[config.mk]
export PLATFORM = sky130hd
export DESIGN_NAME = sonar_line_follower_controller
export DESIGN_NICKNAME = d
export VERILOG_FILES = /design/src/rtl/slf_pkg.sv /design/src/rtl/sonar_line_follower_controller.sv /design/src/rtl/slf_cfg_regs.sv /design/src/rtl/slf_core.sv
export SDC_FILE = /design/constraint.sdc
export NUM_CORES = 1
export LEC_CHECK = 0
export ABC_AREA = 1
export BUFFER_PORTS_ARGS = -buffer_cell sky130_fd_sc_hd__buf_2
export CAP_MARGIN = 20
export CORE_ASPECT_RATIO = 2
export CORE_MARGIN = 2
export CORE_UTILIZATION = 45
export DETAILED_ROUTE_END_ITERATION = 8
export PLACE_DENSITY = 0.64
export SLEW_MARGIN = 20
export SYNTH_ARGS = -nofsm -noshare
export SYNTH_HDL_FRONTEND = slang
export SYNTH_SLANG_ARGS = --single-unit
[constraint.sdc]
create_clock -name clk -period 8.6 [get_ports clk]
set_input_delay 0 -clock clk [delete_from_list [all_inputs] [get_ports clk]]
set_output_delay 0 -clock clk [all_outputs]
set_load 0.03 [all_outputs]
[src/rtl/slf_pkg.sv]
`default_nettype none

package slf_pkg;

	// Counter width of the sonar cycle and the chained divider
	localparam int COUNT_BITS = 13;
	localparam int POLL_BITS  = 9;
	localparam int SCALE_BITS = 16;
	localparam int RANGE_BITS = 12;
	localparam int CFG_DATA_W = 16;
	localparam int CFG_IDX_W  = 3;

	localparam logic [RANGE_BITS-1:0] RANGE_MAX   = RANGE_BITS'(4095);
	localparam logic [RANGE_BITS-1:0] RANGE_RESET = RANGE_BITS'(4000);

	// Drive byte bits
	localparam logic [7:0] TRIG = 8'h01;
	localparam logic [7:0] RFWD = 8'h08;
	localparam logic [7:0] RBCK = 8'h10;
	localparam logic [7:0] LFWD = 8'h20;
	localparam logic [7:0] LBCK = 8'h40;

	// Configuration register indexes
	typedef enum logic [CFG_IDX_W-1:0] {
		REG_SONAR_PERIOD  = 3'd0,
		REG_POLL_PERIOD   = 3'd1,
		REG_ECHO_OFFSET   = 3'd2,
		REG_RANGE_SCALE   = 3'd3,
		REG_STOP_DISTANCE = 3'd4,
		REG_CHAIN_BASE    = 3'd5
	} reg_idx_t;

	typedef struct packed {
		logic [COUNT_BITS-1:0] sonar_period;
		logic [POLL_BITS-1:0]  poll_period;
		logic [COUNT_BITS-1:0] echo_offset;
		logic [SCALE_BITS-1:0] range_scale;
		logic [RANGE_BITS-1:0] stop_distance;
		logic [COUNT_BITS-1:0] chain_base;
	} cfg_t;

	typedef struct packed {
		logic func;
		logic line_left;
		logic line_mid;
		logic line_right;
	} item_t;

	typedef struct packed {
		logic [7:0]            drive_byte;
		logic                  port_write;
		logic                  chain_pulse;
		logic [RANGE_BITS-1:0] range_cm;
	} result_t;

endpackage

`default_nettype wire

[src/rtl/sonar_line_follower_controller.sv]
// Line follower controller with ultrasonic stop.
// Input channel (in_valid / in_stall): one item per transfer, func = 0 is a
// timer tick, func = 1 an echo-end event; line_left/mid/right are the line
// sensor levels sampled with the item.
// Output channel (out_valid / out_stall): exactly one result per item, in
// order: drive_byte (trigger and motor bits), port_write, chain_pulse and
// the current range_cm.
// Configuration: cfg_we writes cfg_data into the register picked by
// cfg_index; write only while no item is in flight.
// Path: the transfer loads the input register, and the update logic then
// passes into the result register once stage 2 can advance. Throughput: one
// item per cycle while no result is held by out_stall; the single pass holds
// the multiplier of the echo range conversion.
// Reset (arst_n low) clears both pipeline stages, the counters and the
// drive byte, sets range to 4000 and reloads the default configuration.
// When out_stall is high the result holds; the input register still takes
// one item, after which in_stall rises until the result is taken.
`default_nettype none

module sonar_line_follower_controller (
	input  wire logic                            clk,
	input  wire logic                            arst_n,
	input  wire logic                            in_valid,
	output logic                                 in_stall,
	input  wire logic                            func,
	input  wire logic                            line_left,
	input  wire logic                            line_mid,
	input  wire logic                            line_right,
	output logic                                 out_valid,
	input  wire logic                            out_stall,
	output logic [7:0]                           drive_byte,
	output logic                                 port_write,
	output logic                                 chain_pulse,
	output logic [slf_pkg::RANGE_BITS-1:0]       range_cm,
	input  wire logic                            cfg_we,
	input  wire logic [slf_pkg::CFG_IDX_W-1:0]   cfg_index,
	input  wire logic [slf_pkg::CFG_DATA_W-1:0]  cfg_data
);
	import slf_pkg::*;

	cfg_t    cfg;
	item_t   item_s1;
	logic    v_s1;
	result_t res_next;
	result_t res_s2;
	logic    v_s2;
	logic    advance;
	logic    take_in;

	slf_cfg_regs u_cfg (
		.clk       (clk),
		.arst_n    (arst_n),
		.cfg_we    (cfg_we),
		.cfg_index (cfg_index),
		.cfg_data  (cfg_data),
		.cfg       (cfg)
	);

	// Stage 2 moves when empty or being taken
	assign advance  = !v_s2 || !out_stall;
	assign in_stall = v_s1 && !advance;
	assign take_in  = in_valid && !in_stall;

	// Input register
	always_ff @(posedge clk or negedge arst_n) begin
		if (!arst_n) begin
			v_s1 <= 1'b0;
		end else if (!in_stall) begin
			v_s1 <= in_valid;
		end
	end

	always_ff @(posedge clk) begin
		if (take_in) begin
			item_s1.func       <= func;
			item_s1.line_left  <= line_left;
			item_s1.line_mid   <= line_mid;
			item_s1.line_right <= line_right;
		end
	end

	slf_core u_core (
		.clk    (clk),
		.arst_n (arst_n),
		.en     (v_s1 && advance),
		.item   (item_s1),
		.cfg    (cfg),
		.res    (res_next)
	);

	// Result register
	always_ff @(posedge clk or negedge arst_n) begin
		if (!arst_n) begin
			v_s2 <= 1'b0;
		end else if (advance) begin
			v_s2 <= v_s1;
		end
	end

	always_ff @(posedge clk) begin
		if (v_s1 && advance) begin
			res_s2 <= res_next;
		end
	end

	assign out_valid   = v_s2;
	assign drive_byte  = res_s2.drive_byte;
	assign port_write  = res_s2.port_write;
	assign chain_pulse = res_s2.chain_pulse;
	assign range_cm    = res_s2.range_cm;

endmodule

`default_nettype wire

[src/rtl/slf_cfg_regs.sv]
`default_nettype none

module slf_cfg_regs (
	input  wire logic                            clk,
	input  wire logic                            arst_n,
	input  wire logic                            cfg_we,
	input  wire logic [slf_pkg::CFG_IDX_W-1:0]   cfg_index,
	input  wire logic [slf_pkg::CFG_DATA_W-1:0]  cfg_data,
	output slf_pkg::cfg_t                        cfg
);
	import slf_pkg::*;

	cfg_t cfg_q;

	// Register file, write only
	always_ff @(posedge clk or negedge arst_n) begin
		if (!arst_n) begin
			cfg_q.sonar_period  <= COUNT_BITS'(5966);
			cfg_q.poll_period   <= POLL_BITS'(497);
			cfg_q.echo_offset   <= COUNT_BITS'(49);
			cfg_q.range_scale   <= SCALE_BITS'(11364);
			cfg_q.stop_distance <= RANGE_BITS'(20);
			cfg_q.chain_base    <= COUNT_BITS'(5461);
		end else if (cfg_we) begin
			unique case (reg_idx_t'(cfg_index))
				REG_SONAR_PERIOD:  cfg_q.sonar_period  <= cfg_data[COUNT_BITS-1:0];
				REG_POLL_PERIOD:   cfg_q.poll_period   <= cfg_data[POLL_BITS-1:0];
				REG_ECHO_OFFSET:   cfg_q.echo_offset   <= cfg_data[COUNT_BITS-1:0];
				REG_RANGE_SCALE:   cfg_q.range_scale   <= cfg_data[SCALE_BITS-1:0];
				REG_STOP_DISTANCE: cfg_q.stop_distance <= cfg_data[RANGE_BITS-1:0];
				REG_CHAIN_BASE:    cfg_q.chain_base    <= cfg_data[COUNT_BITS-1:0];
				default: ;
			endcase
		end
	end

	assign cfg = cfg_q;

endmodule

`default_nettype wire

[src/rtl/slf_core.sv]
`default_nettype none

module slf_core (
	input  wire logic        clk,
	input  wire logic        arst_n,
	input  wire logic        en,
	input  slf_pkg::item_t   item,
	input  slf_pkg::cfg_t    cfg,
	output slf_pkg::result_t res
);
	import slf_pkg::*;

	localparam int PROD_W = COUNT_BITS + SCALE_BITS;
	localparam int CMP_W  = (COUNT_BITS > RANGE_BITS) ? COUNT_BITS : RANGE_BITS;

	logic [7:0]            out_byte_q;
	logic [COUNT_BITS-1:0] cycle_count_q;
	logic [POLL_BITS-1:0]  poll_count_q;
	logic [RANGE_BITS-1:0] range_q;
	logic [COUNT_BITS-1:0] chain_count_q;
	logic [1:0]            chain_phase_q;

	logic [7:0]            byte_d;
	logic [COUNT_BITS-1:0] cycle_d;
	logic [POLL_BITS-1:0]  poll_d;
	logic [RANGE_BITS-1:0] range_d;
	logic [COUNT_BITS-1:0] chain_count_d;
	logic [1:0]            chain_phase_d;
	logic                  pw;
	logic                  pulse;

	// Echo range: (count - offset) * scale in Q16, saturated
	logic [COUNT_BITS-1:0] diff;
	logic [PROD_W-1:0]     prod;
	logic [CMP_W-1:0]      quot;
	assign diff = cycle_count_q - cfg.echo_offset;
	assign prod = PROD_W'(diff) * PROD_W'(cfg.range_scale);
	assign quot = CMP_W'(prod[PROD_W-1:SCALE_BITS]);

	// Next state and result for one item
	always_comb begin
		logic                  chain_end;
		logic [COUNT_BITS:0]   chain_inc;
		logic [COUNT_BITS:0]   sonar_inc;
		logic [POLL_BITS:0]    poll_inc;
		logic [7:0]            b1;
		logic [7:0]            b2;

		byte_d        = out_byte_q;
		cycle_d       = cycle_count_q;
		poll_d        = poll_count_q;
		range_d       = range_q;
		chain_count_d = chain_count_q;
		chain_phase_d = chain_phase_q;
		pw            = 1'b0;
		pulse         = 1'b0;
		chain_inc     = {1'b0, chain_count_q} + 1'b1;
		sonar_inc     = {1'b0, cycle_count_q} + 1'b1;
		poll_inc      = {1'b0, poll_count_q} + 1'b1;
		chain_end     = 1'b0;
		b1            = out_byte_q;
		b2            = out_byte_q;

		if (item.func) begin
			if (cycle_count_q < cfg.echo_offset)
				range_d = RANGE_MAX;
			else if (quot > CMP_W'(RANGE_MAX))
				range_d = RANGE_MAX;
			else
				range_d = quot[RANGE_BITS-1:0];
		end else begin
			// fractional divider: long period first, then two short ones
			if (chain_phase_q == 2'd0)
				chain_end = (chain_count_q >= cfg.chain_base);
			else
				chain_end = (chain_inc >= {1'b0, cfg.chain_base});
			if (chain_end) begin
				chain_phase_d = (chain_phase_q >= 2'd2) ? 2'd0 : chain_phase_q + 2'd1;
				chain_count_d = '0;
				pulse         = 1'b1;
			end else begin
				chain_count_d = chain_inc[COUNT_BITS-1:0];
			end

			// sonar trigger pulse
			if (cycle_count_q == COUNT_BITS'(0)) begin
				b1 = out_byte_q | TRIG;
				pw = 1'b1;
			end else if (cycle_count_q == COUNT_BITS'(1)) begin
				b1 = out_byte_q & ~TRIG;
				pw = 1'b1;
			end
			b2 = b1;

			// steering on poll
			if (poll_count_q == POLL_BITS'(0)) begin
				if (range_q < cfg.stop_distance)
					b2 = b1 & ~(RFWD | RBCK | LFWD | LBCK);
				else if (item.line_left ^ item.line_right) begin
					if (item.line_mid) begin
						if (item.line_left) b2 = (b1 & ~(RFWD | LBCK)) | (LFWD | RBCK);
						else                b2 = (b1 & ~(LFWD | RBCK)) | (RFWD | LBCK);
					end else begin
						if (item.line_left) b2 = (b1 & ~(RFWD | LBCK | RBCK)) | LFWD;
						else                b2 = (b1 & ~(LFWD | LBCK | RBCK)) | RFWD;
					end
				end else if (!item.line_mid && !item.line_left)
					b2 = (b1 & ~(LBCK | RBCK)) | (LFWD | RFWD);
				if (b2 != b1) pw = 1'b1;
			end
			byte_d = b2;

			cycle_d = (sonar_inc >= {1'b0, cfg.sonar_period}) ? '0
			        : sonar_inc[COUNT_BITS-1:0];
			poll_d  = (poll_inc >= {1'b0, cfg.poll_period}) ? '0
			        : poll_inc[POLL_BITS-1:0];
		end
	end

	// State registers
	always_ff @(posedge clk or negedge arst_n) begin
		if (!arst_n) begin
			out_byte_q    <= '0;
			cycle_count_q <= '0;
			poll_count_q  <= '0;
			range_q       <= RANGE_RESET;
			chain_count_q <= '0;
			chain_phase_q <= '0;
		end else if (en) begin
			out_byte_q    <= byte_d;
			cycle_count_q <= cycle_d;
			poll_count_q  <= poll_d;
			range_q       <= range_d;
			chain_count_q <= chain_count_d;
			chain_phase_q <= chain_phase_d;
		end
	end

	assign res.drive_byte  = byte_d;
	assign res.port_write  = pw;
	assign res.chain_pulse = pulse;
	assign res.range_cm    = range_d;

endmodule

`default_nettype wire

# Yosys cells after proc, flatten, opt, wreduce, memory -nomap -nowiden
# Index checks and enable logic that the tools add are counted.
[word_totals]
output_inout_bits = 24
ff_bits = 161
word_cells = 95
[classes]
add_sub_neg = 5
order_cmp = 8
n_reduce_logical = 23
mux = 27
bitwise = 2
n_eq_ne = 7
n_mul = 1
[ops]
columns = ["op", "count"]
rows = [
  ["$mux W8", 5],
  ["$mux W12", 3],
  ["$mux W7", 5],
  ["$mul A13 B16 Y29", 1],
  ["$add A13 B1 Y14 const B", 2],
  ["$ge A14 B13 Y1", 2],
  ["$mux W13", 2],
  ["$reduce_and A2 Y1", 7],
  ["$eq A13 B1 Y1 const B", 1],
  ["$ge A13 B13 Y1", 1],
  ["$gt A13 B12 Y1 const B", 1],
  ["$logic_not A13 Y1", 1],
  ["$lt A13 B13 Y1", 1],
  ["$sub A13 B13 Y13", 1],
  ["$lt A12 B12 Y1", 1],
  ["$add A9 B1 Y10 const B", 1],
  ["$ge A10 B9 Y1", 1],
  ["$logic_not A9 Y1", 1],
  ["$mux W1", 9],
  ["$mux W9", 1],
  ["$ne A8 B8 Y1", 1],
  ["$eq A3 B2 Y1 const B", 2],
  ["$eq A3 B3 Y1 const B", 2],
  ["$logic_not A1 Y1", 6],
  ["other kinds (12)", 15],
]

# Longest topological paths before layout
[depth]
depth_word = 13
ltp_mapped = 38

# Modules after synthesis
# Synthesis repeated with hierarchy kept, for this count alone.
[hier_totals]
hier_cells = 2111
area_unflattened_um2 = 16290.6
[modules_own_cells]
columns = ["module", "seq_area_each_um2", "instances", "cells_per_inst", "area_per_inst_um2"]
rows = [
  ["slf_core", 1358.8, 1, 1731, 12289.3],
  ["slf_cfg_regs", 1941.9, 1, 342, 3125.5],
  ["sonar_line_follower_controller", 830.8, 1, 38, 875.8],
]

# Least setup slack after synthesis
# No wires, ideal clock.
[synth_path]
kind = "flip-flop to flip-flop"
startpoint = "register u_core.cycle_count_q[0]"
endpoint = "register res_s2, in the netlist range_cm[11] (data pin)"
slack_ns = 1.986
setup_time_ns = 0.261
period_less_slack_ns = 6.614
n_path_buf = 2
t_required_ns = 8.339
path_stages_with_launch = 34
arrival_time_ns = 6.353
cell_sequence = "dfrtp_1 inv_1 ha_1 inv_1 fa_1 nand3_1 nand2_1 a21o_1 nand2_1 nand2_1 a21o_1 or2_1 nand2_1 buf_2 nor2_1 fa_1 fa_1 fa_1 fa_1 inv_1 fa_1 inv_1 ha_1 a21oi_1 o21ai_0 nand2_1 nand2_1 a21oi_1 nand2_1 nand2_1 nand2_2 nor2_4 buf_2 a21oi_1"
[synth_lines]
columns = ["element", "line", "source"]
rows = [
  ["from (decl)", "slf_core.sv:17", "logic [COUNT_BITS-1:0] cycle_count_q;"],
  ["from (signal assigned)", "slf_core.sv:131", "cycle_count_q <= cycle_d;"],
  ["to (signal assigned)", "sonar_line_follower_controller.sv:102", "res_s2 <= res_next;"],
  ["to (decl)", "sonar_line_follower_controller.sv:45", "result_t res_s2;"],
]

# Final worst setup path
[layout_path]
startpoint = "register u_core.cycle_count_q[0]"
endpoint = "register u_core.range_q[11]"
[layout_between]
elab_chain_len = 6
[layout_lines]
columns = ["element", "line", "source"]
rows = [
  ["$sub A13 B13 Y13", "slf_core.sv:36", "assign diff = cycle_count_q - cfg.echo_offset;"],
  ["$mul A13 B16 Y29", "slf_core.sv:37", "assign prod = PROD_W'(diff) * PROD_W'(cfg.range_scale);"],
  ["$gt A13 B12 Y1", "slf_core.sv:67", "else if (quot > CMP_W'(RANGE_MAX))"],
  ["$mux W12", "slf_core.sv:67", ""],
  ["$mux W12 (*)", "slf_core.sv:65", "if (cycle_count_q < cfg.echo_offset)"],
  ["$mux W12 (*)", "slf_core.sv:64", "if (item.func) begin"],
  ["to (signal assigned)", "slf_core.sv:133", "range_q <= range_d;"],
  ["to (decl)", "slf_core.sv:19", "logic [RANGE_BITS-1:0] range_q;"],
]
# Mark *: on every way between the ends. The rest lies on a longest branch, timed or not.
# A chain may end at the register's enable or synchronous reset.

==> impl_results.md <==
* Ant diodes at 0
* Overall routing resource usage at 0.269
* Worst r2r src: u_core.cycle_count_q[0]
* Number of synthesized flops with an enable pin at 23
* WP data arrival at 8330 ps
* Clock sinks at between 150 and 200
* Area growth syn-to-layout at 9.01%
* Post-CTS sizing at 0
* CP max-delay cell: fa_1
* Die width at 137 microns
* Yosys reg bits at 155
* Layout Cells excl Fill at roughly 2,500
* PortBufs at 48
* Hold-critical path depth at 3
* Core area at 0.0350 sq mm
* Total die area at 0.0369 sq mm
* Post-synthesis sequential area ratio at 0.254
* HP Start: cfg_data[4]
* Placer Congestion at 1.01
* Reg clk slew, reported paths at about 70 ps
* Final HPWL DP at roughly 38 mm
* Slew headroom at 0.359
* Crit-path most repeated cell: nand2_1
* Crit path time final at about 8000 ps
* DRT Pass-1 Iters at 6
* Post-synthesis average cell area at about 7.9 sq um
* CP peak stage delay at 550 ps
* WS Path Type: flip-flop to flip-flop
* Hold EP: u_cfg.cfg[17]
* Clk root buf: clkbuf_16
* Type of origin of the critical path: flip-flop
* Largest net degree at the start of global routing at 76
* Starting Density at 0.454
* FP Rows at 97
* Ys Warns at 0
* Synthesized area at approximately 0.016 sq mm
* Total grt overflow at 0
* Vias at 13,200
* Slew Viols, Final at 0
* CTS buffer count at 17
* Layout cells sized above 1 at 0.0886
* Setup-failing EPs final at 0
* Placed Cells at 2,462
* Unrepaired setup endpoints after global routing: no
* Post-route ant nets at 0
* Hold WC Path Type: input pin to flip-flop
* Nets at between 2,000 and 2,500
* DR WL/cell at 18.7 microns
* Critical path endpoint category: flip-flop
* Fmax at approximately 130 MHz
* Setup Buffers After CTS at 0
* Antenna violations before repair at 0
* First-pass GRT wire length at 74.3 mm
* Setup TNS Final at 0 ps
* Max-Cap Viols at 0
* Hold Slack at 6.16 ps
* Via-to-Cell Ratio at between 5 and 6
* Htree depth at 4
* Final Cycle Share at 0.926
* CTS tree: yes
* CP Max Fanout at 13
* Clock Skew at 17.9 ps
* Commonest non-fill, non-tap cells in the layout: nand2_1, inv_1, nor2_1, fa_1, ha_1
* Die height at 270 microns
* Distinct cells, synth at 49
* Fin. Hold Viols at 0
* Longest Clk Path Bufs at 2
* Most common cell after layout, fill and taps aside: nand2_1
* Async SR Flop Fraction at 0.852
* Most used DFF post-synth: dfrtp_1
* Critical Path RT at between 8000 and 9000 ps
* # IOs at 52
* Worst reg-to-reg setup slack at 640 ps
* R2r worst-path depth at 35
* Clk_lat worst skew at around 440 ps
* Post-Syn Instances at between 2,000 and 2,500
* Vias in the first global route at 14,200
* Final wirelength at ~47 mm
* Pin slew with the least headroom to its limit at roughly 960 ps
* Final core utilization at 0.495
* Drt drc at 0
* Starting DRT DRC Count at 668
* Run status: finished clean
* RR Endpoint: u_core.range_q[11]
-- through the flow --
step	worst slack (ps)	instance area, sq um
final	640	17300
after global placement	776	16500
after floorplan	1990	15900
after detailed placement	634	16500
after global routing	49.7	17300
after CTS	610	17300
-- worst max path at each step --
stage               depth (start not counted)  slack [ps]                 end               startpoint
floorplan                                  33        1990        range_cm[11]  u_core.cycle_count_q[0]
global placement                           35         780         range_cm[1]  u_core.cycle_count_q[0]
detailed placement                         35         630         range_cm[1]  u_core.cycle_count_q[0]
CTS                                        35         610         range_cm[1]  u_core.cycle_count_q[0]
global route                               35          50   u_core.range_q[6]  u_core.cycle_count_q[0]
finish                                     35         640  u_core.range_q[11]  u_core.cycle_count_q[0]
-- sequential cells by signal, indices dropped and copies added (netlist names), 2 cells and up --
register,flops
range_cm,12
u_core.out_byte_q,5
u_core.cycle_count_q,13
u_cfg.cfg,76
item_s1,4
u_core.poll_count_q,9
u_core.chain_count_q,13
u_core.chain_phase_q,2
drive_byte,5
u_core.range_q,12
-- repair_timing --
action | 4_1_cts | 5_1_grt
hold endpoints to repair | 85 | 0
setup endpoints to repair | 0 | 1
hold buffers | 15 | 0
-- synth_stat cells (5+ instances only) --
master,instances,area (sq um)
nand2_1,450,1690
inv_1,402,1510
nor2_1,163,612
fa_1,154,3080
ha_1,148,1850
o21ai_0,125,626
dfrtp_1,94,2350
nand3_1,93,465
a21oi_1,86,430
clkbuf_1,47,176
dfstp_2,38,998
xor2_1,26,228
edfxtp_1,23,691
or2_2,19,119
nor3_1,17,85.1
nand2_2,16,100
nand4_1,16,100
o22ai_1,12,75.1
o21ai_2,10,87.6
a21o_1,9,67.6
o21bai_1,9,67.6
xnor2_1,8,70.1
a21boi_1,7,52.6
buf_2,6,30.0
buf_4,5,37.5
-- cell type report --
type / instances / area, sq um
Multi-Input combinational cell: 1402 / 10100
Inverter: 405 / 1520
Tap cell: 445 / 557
Fill cell: 3463 / 17600
Clock inverter: 14 / 223
Clock buffer: 18 / 429
Timing Repair Buffer: 71 / 460
Sequential cell: 155 / 4040
-- metal layers --
layer / wire length, microns / share of wire / up-vias / track usage
met5: 0 / 0 / - / 0
met4: 4950 / 0.11 / 0 / 0.230
met3: 1110 / 0.024 / 178 / 0.0265
met2: 26000 / 0.55 / 329 / 0.509
met1: 14800 / 0.32 / 6343 / 0.245
li1: - / - / 6327 / -
-- worst max-delay path, delay by kind of cell, from the launching register on --
family,cells,cell delay (ps)
DFF,1,440
and+or+nand+nor,16,2620
adders and majority gates,8,3360
buffers and inverters,6,560
AOI/OAI and AO/OA,5,940
-- cells by family after synthesis --
kind of cell,count (synthesis),share of synthesized area
AND/OR/NAND/NOR,789,0.207
buffers and inverters,465,0.112
adder cells (fa/ha/maj),302,0.311
AO/OA/AOI/OAI,272,0.0955
flip-flops,155,0.254
XOR/XNOR,35,0.0198
other,1,0.000236
Power is not shown: default switching activity piles up to over one toggle a cycle in this logic, so the estimate is an artifact.
